## config.mk

```make
export PLATFORM = sky130hd
export DESIGN_NAME = gdp_ctrl
export DESIGN_NICKNAME = d
export VERILOG_FILES = /design/src/rtl/gdp_pkg.sv /design/src/rtl/gdp_ctrl.sv
export SDC_FILE = /design/constraint.sdc
export NUM_CORES = 1
export LEC_CHECK = 0
export ABC_AREA = 1
export BUFFER_PORTS_ARGS = -buffer_cell sky130_fd_sc_hd__buf_4
export CAP_MARGIN = 30
export CORE_MARGIN = 2
export CORE_UTILIZATION = 50
export CTS_CLUSTER_DIAMETER = 30
export DETAILED_ROUTE_END_ITERATION = 16
export PLACE_DENSITY = 0.8
export SLEW_MARGIN = 20
export SYNTH_ARGS = -nofsm -noshare
export SYNTH_HDL_FRONTEND = slang
export SYNTH_SLANG_ARGS = --single-unit
```

## constraint.sdc

```tcl
create_clock -name i_clk -period 1.84 [get_ports i_clk]
set_input_delay 0.184 -clock i_clk [delete_from_list [all_inputs] [get_ports i_clk]]
set_output_delay 0.184 -clock i_clk [all_outputs]
set_load 0.1 [all_outputs]
```

## src/rtl/gdp_pkg.sv

```systemverilog
// ----------------------------------------------------------------------------
// gdp_pkg: shared types and constants for dead-path propagation
// Table sizes, field widths, command and status codes, controller states and
// the control and status bundles between controller and datapath.
// ----------------------------------------------------------------------------
package gdp_pkg;

    localparam int MaxNodes = 64;
    localparam int MaxEdges = 128;
    localparam int MaxPins  = 16;

    localparam int NW       = (MaxNodes > 1) ? $clog2(MaxNodes) : 1;
    localparam int EW       = (MaxEdges > 1) ? $clog2(MaxEdges) : 1;
    localparam int PW       = (MaxPins > 1) ? $clog2(MaxPins) : 1;
    localparam int PinSlots = MaxNodes * MaxPins;
    localparam int SW       = (PinSlots > 1) ? $clog2(PinSlots) : 1;
    localparam int NCW      = $clog2(MaxNodes + 1);
    localparam int ECW      = $clog2(MaxEdges + 1);
    localparam int LCW      = $clog2(2 * MaxEdges + 1);
    localparam int FCW      = $clog2(MaxPins + 1);

    // Fixed field widths of the stream items.
    localparam int IdW      = 32;
    localparam int PinW     = 8;
    localparam int MaskW    = 16;
    localparam int CntInW   = 5;
    localparam int QiW      = 7;
    localparam int InDataW  = 144;
    localparam int OutDataW = 24;

    // Stored words.
    localparam int NodeWordW = IdW + FCW + MaskW;
    localparam int EdgeWordW = 2 * IdW + 2 * PinW + 1;

    localparam logic [2:0] CmdClear     = 3'd0;
    localparam logic [2:0] CmdAddNode   = 3'd1;
    localparam logic [2:0] CmdAddEdge   = 3'd2;
    localparam logic [2:0] CmdCompute   = 3'd3;
    localparam logic [2:0] CmdQueryNode = 3'd4;
    localparam logic [2:0] CmdQueryEdge = 3'd5;

    localparam logic [1:0] StOk    = 2'd0;
    localparam logic [1:0] StFull  = 2'd1;
    localparam logic [1:0] StRange = 2'd2;

    typedef enum logic [21:0] {
        ST_IDLE     = 22'h000001,
        ST_CLR      = 22'h000002,
        ST_RES_RD   = 22'h000004,
        ST_RES_LD   = 22'h000008,
        ST_SCAN     = 22'h000010,
        ST_CHK      = 22'h000020,
        ST_INC_RD   = 22'h000040,
        ST_INC_WR   = 22'h000080,
        ST_FED_RD   = 22'h000100,
        ST_FED_WR   = 22'h000200,
        ST_SEED_RD  = 22'h000400,
        ST_SEED_CHK = 22'h000800,
        ST_POP      = 22'h001000,
        ST_POP_WT   = 22'h002000,
        ST_FLOW_LD  = 22'h004000,
        ST_DEC_RD   = 22'h008000,
        ST_DEC_WR   = 22'h010000,
        ST_FDEC_RD  = 22'h020000,
        ST_FDEC_WR  = 22'h040000,
        ST_KILL_RD  = 22'h080000,
        ST_KILL_CHK = 22'h100000,
        ST_DONE     = 22'h200000
    } t_state;

    // Up to two feeding relations per edge.
    typedef struct packed {
        logic [1:0]    count;
        logic [NW-1:0] dst0;
        logic [PW-1:0] pin0;
        logic [NW-1:0] src0;
        logic [NW-1:0] dst1;
        logic [PW-1:0] pin1;
        logic [NW-1:0] src1;
    } t_flow;

    typedef struct packed {
        t_state st;
        logic   accept;
        logic   edge_step;
        logic   k_step;
    } t_cmd;

    typedef struct packed {
        logic       out_busy;
        logic [2:0] code;
        logic       empty;
        logic       clr_last;
        logic       edge_last;
        logic       scan_done;
        logic       new_flow_nz;
        logic       k_last;
        logic       pin_zero;
        logic       pin_one;
        logic       fed_zero;
        logic       fed_one;
        logic       dst_dead;
        logic       kill_last;
        logic       sp_zero;
        logic       flow_nz;
    } t_stat;

endpackage

```

## src/rtl/gdp_ctrl.sv

```systemverilog
// ----------------------------------------------------------------------------
// gdp_ctrl: sequencing state machine
// Accepts commands and walks the compute phases: table clear, edge resolve,
// pin counting, seeding and worklist propagation.
// ----------------------------------------------------------------------------
module gdp_ctrl (
    input  logic           i_clk,
    input  logic           i_rst_n,
    input  logic           i_s_valid,
    output logic           o_s_ready,
    input  gdp_pkg::t_stat i_stat,
    output gdp_pkg::t_cmd  o_cmd
);
    import gdp_pkg::*;

    t_state r_state;
    t_state n_state;
    logic   w_ready;
    logic   w_accept;
    logic   w_edge_step;
    logic   w_k_step;

    assign w_ready  = (r_state == ST_IDLE) && (!i_stat.out_busy);
    assign w_accept = w_ready && i_s_valid;

    always_comb begin
        n_state     = r_state;
        w_edge_step = 1'b0;
        w_k_step    = 1'b0;
        unique case (r_state)
            ST_IDLE: begin
                if (w_accept && i_stat.code == CmdCompute && !i_stat.empty) begin
                    n_state = ST_CLR;
                end
            end
            ST_CLR: begin
                if (i_stat.clr_last) begin
                    n_state = ST_RES_RD;
                end
            end
            ST_RES_RD: n_state = ST_RES_LD;
            ST_RES_LD: n_state = ST_SCAN;
            ST_SCAN: begin
                if (i_stat.scan_done) begin
                    n_state = ST_CHK;
                end
            end
            ST_CHK: begin
                if (i_stat.new_flow_nz) begin
                    n_state = ST_INC_RD;
                end else begin
                    w_edge_step = 1'b1;
                    n_state     = i_stat.edge_last ? ST_SEED_RD : ST_RES_RD;
                end
            end
            ST_INC_RD: n_state = ST_INC_WR;
            ST_INC_WR, ST_FED_WR: begin
                if (r_state == ST_INC_WR && i_stat.pin_zero) begin
                    n_state = ST_FED_RD;
                end else if (i_stat.k_last) begin
                    w_edge_step = 1'b1;
                    n_state     = i_stat.edge_last ? ST_SEED_RD : ST_RES_RD;
                end else begin
                    w_k_step = 1'b1;
                    n_state  = ST_INC_RD;
                end
            end
            ST_FED_RD: n_state = ST_FED_WR;
            ST_SEED_RD: n_state = ST_SEED_CHK;
            ST_SEED_CHK: begin
                w_edge_step = 1'b1;
                n_state     = i_stat.edge_last ? ST_POP : ST_SEED_RD;
            end
            ST_POP: n_state = i_stat.sp_zero ? ST_DONE : ST_POP_WT;
            ST_POP_WT: n_state = ST_FLOW_LD;
            ST_FLOW_LD: n_state = i_stat.flow_nz ? ST_DEC_RD : ST_POP;
            ST_DEC_RD: n_state = ST_DEC_WR;
            ST_DEC_WR, ST_FDEC_WR, ST_KILL_CHK: begin
                if (r_state == ST_DEC_WR && !i_stat.pin_zero && i_stat.pin_one) begin
                    n_state = ST_FDEC_RD;
                end else if (r_state == ST_FDEC_WR && !i_stat.fed_zero
                             && i_stat.fed_one && !i_stat.dst_dead) begin
                    n_state = ST_KILL_RD;
                end else if (r_state == ST_KILL_CHK && !i_stat.kill_last) begin
                    n_state = ST_KILL_RD;
                end else if (i_stat.k_last) begin
                    n_state = ST_POP;
                end else begin
                    w_k_step = 1'b1;
                    n_state  = ST_DEC_RD;
                end
            end
            ST_FDEC_RD: n_state = ST_FDEC_WR;
            ST_KILL_RD: n_state = ST_KILL_CHK;
            ST_DONE: n_state = ST_IDLE;
            default: n_state = ST_IDLE;
        endcase
    end

    always_ff @(posedge i_clk) begin
        if (!i_rst_n) begin
            r_state <= ST_IDLE;
        end else begin
            r_state <= n_state;
        end
    end

    assign o_s_ready       = w_ready;
    assign o_cmd.st        = r_state;
    assign o_cmd.accept    = w_accept;
    assign o_cmd.edge_step = w_edge_step;
    assign o_cmd.k_step    = w_k_step;

endmodule

```

==> results.ini <==
[layout]
final_layout_size_suffix_gt1_share_pct=55.1
fillers=123
syn2layout_area_growth_pct=72.9
final_cells=336
n_antenna_cell=0
largest_register_ff_count=22
largest_registers=r_state (22)
postLayoutCellArea_mm2=0.00245
regMostFlops=r_state
layout.nets=328
fin_util_pct=89.7

[sta]
max_freq_mhz=449
setup_viol=7
finalHoldViolCount=0
grt_setup_unrepaired=yes
drv_slew=0
setup_ws_ns=-0.390
fin_skew_ns=0.00664
finalCritPeriodShare_pct=121
tns_ns=-1.36
worst_pin_slew_ns=0.710
slew_headroom_pct=52.6
fin_crit_ns=2.23
fin_hold_ws_ns=0.0174

[detailed_routing]
drt_wl_total_mm=5.99
vias=2037
wire_per_inst_um=17.8
first_pass_iters=6
avgViaCountPerCell=6.06
ant_nets=0
drtIter0Drc=175
drc=0

[placement]
dp_hpwl_mm=2.81
dpl_cell_area_mm2=0.00197
dp_cells=303
place_congestion=0.906
port_buffers=46

[synthesis]
ys_ff_latch=22
ys_warn_count=0
synthesis.nets=244
syn_inst=223
avgSynthCellArea_um2=6.36
ys_types=27
yosysSeqAreaShare_pct=31.1
synth_area_mm2=0.00142

[global_routing]
grt_remaining_overflow=0
antenna_found_initial=0
grt_pass1_vias=1713
grt_max_degree=21
grt_pass1_wl_mm=7.28
grt.total_usage_pct=28.2

[die]
die_h_um=57.2
row_count=19
io_pins=47
die_area_mm2=0.00328
core_mm2=0.00273
die_w_um=57.2
initial_core_util_pct=51.9

[power_and_ir_drop]
power.share.sequential_pct=55.2
internal_power_w=0.000579
sw_frac_of_total_pct=28.3
max-vdd-ir-drop_mv=0.430
clkPwrFrac_pct=28.0
pwr-share-comb_pct=16.7
power_density_mw_per_mm2=330
p_sw_w=0.000229
p_leak_nw=1.17

[critical_path]
crit_slowest_cell=dfxtp_4
path_class=register to primary output
cp_max_fo=6
worstPathRequired_ns=1.66
end_kind=primary output
critPathMaxStageDelay_ns=0.38
cp-start-kind=register
critPathArrivalTime_ns=2.05
path_cells=nor2_4 > nand2_4 > nor2_4 > nand3_2 > nor3_2 > nor2_1 > nand3_2 > nand2_2 > buf_12

[status]
status=finished, violations left
violations=setup timing

[clocking]
clk_latency_ns=0.31
cts_tree=built
cts-root-buf=clkbuf_4
cts_buffer_depth=2
htreeDepth=1
cts_buffers=3
clk_pin_slew_worst_paths_ns=0.12
clock-sinks=22

[min_path]
hold_path.class=primary input to register

[flow_run]
max_cap_viol_count=0

placed cells by master (no fill, tap or decap), types with 4 or more instances in the layout:
cell type  Yosys  layout
a21oi_1        6       6
buf_12         0       5
buf_4          4      78
dfxtp_4        0      22
inv_1         23      23
nand2_1       38      31
nand2_2        4       8
nand2_4        2       4
nand3_1       35      23
nand3_2        1      11
nor2_1        47      42
nor2_4         6      16
path summary, 6_finish.rpt:
| check | from | to | slack, ns | cells after the start |
|---|---|---|---|---|
| worst min register to register | r_state[7] | r_state[7] | 0.58 | 3 |
| worst max register to register | r_state[12] | r_state[0] | -0.15 | 13 |
| worst min-delay path | i_stat[1] | r_state[13] | 0.02 | 2 |
| worst max-delay path | r_state[1] | o_cmd[0] | -0.39 | 9 |
Yosys cell counts:
cell type / number / share of area [%]
a21oi_1: 6 / 2.1
and2_1: 1 / 0.44
buf_4: 4 / 2.1
buf_6: 1 / 0.79
clkbuf_1: 2 / 0.53
dfxtp_1: 22 / 31
inv_1: 23 / 6.1
inv_2: 4 / 1.1
nand2_1: 38 / 10
nand2_2: 4 / 1.8
nand2_4: 2 / 1.6
nand3_1: 35 / 12
nand3_2: 1 / 0.71
nand4_1: 3 / 1.3
nor2_1: 47 / 12
nor2_2: 8 / 3.5
nor2_4: 6 / 4.8
nor3_1: 4 / 1.4
nor3_2: 1 / 0.71
nor3b_1: 2 / 1.1
nor4_1: 2 / 0.88
o21ai_0: 1 / 0.35
o21ai_1: 2 / 0.71
o22a_1: 1 / 0.62
o22ai_1: 1 / 0.44
or2_1: 1 / 0.44
or3b_2: 1 / 0.62
routing by layer:
metal / up-vias / GRT usage [%] / wire, um
met5: - / 0 / 0
met1: 909 / 33.8 / 2050
met4: 0 / 12.6 / 401
met3: 61 / 5.67 / 610
met2: 183 / 48.6 / 2930
li1: 884 / - / -
what timing repair did:
action                                  in CTS  in global routing
hold buffers                                 0                  0
endpoints found under the setup margin       4                  8
resized for setup                           22                 28
pin swaps                                   18                 22
buffers inserted                            18                 13
metrics by stage:
| step | total power, W | worst slack, ns |
|---|---|---|
| floorplan | 0.000516 | -0.289 |
| global placement | 0.000563 | 0.0966 |
| detailed placement | 0.000564 | 0.0622 |
| CTS | 0.000786 | -0.157 |
| global route | 0.000835 | -0.501 |
| finish | 0.000808 | -0.390 |
logic make-up after synthesis:
family | Yosys count | share of synthesized area, %
simple gates | 156 | 54.1
buf+inv | 34 | 10.6
flops | 22 | 31.1
compound gates | 11 | 4.24
worst max-delay path, delay by kind of cell, from the launching register on:
family                 cells  cell delay (ns)
buffers and inverters      1             0.16
DFF                        1             0.38
and+or+nand+nor            8             1.18
cell type report:
cell class              instances  area, um2  share of cell area (%)
well taps                      31       38.8                    1.58
repair buffers                 86        719                    29.4
inverters                      27        104                    4.24
flip-flops and latches         22        523                    21.3
multi-input cells             167       1040                    42.6
clock buffers                   3       22.5                   0.919
power by group through the flow:
stage                     clock [W]  combinational [W]  sequential [W]
after detailed placement          0           0.000107        0.000457
after floorplan                   0          0.0000529        0.000463
after global routing       0.000248           0.000140        0.000447
after global placement            0           0.000106        0.000457
final                      0.000227           0.000135        0.000446
after CTS                  0.000224           0.000116        0.000446
Power figures use the tool's default switching activity.
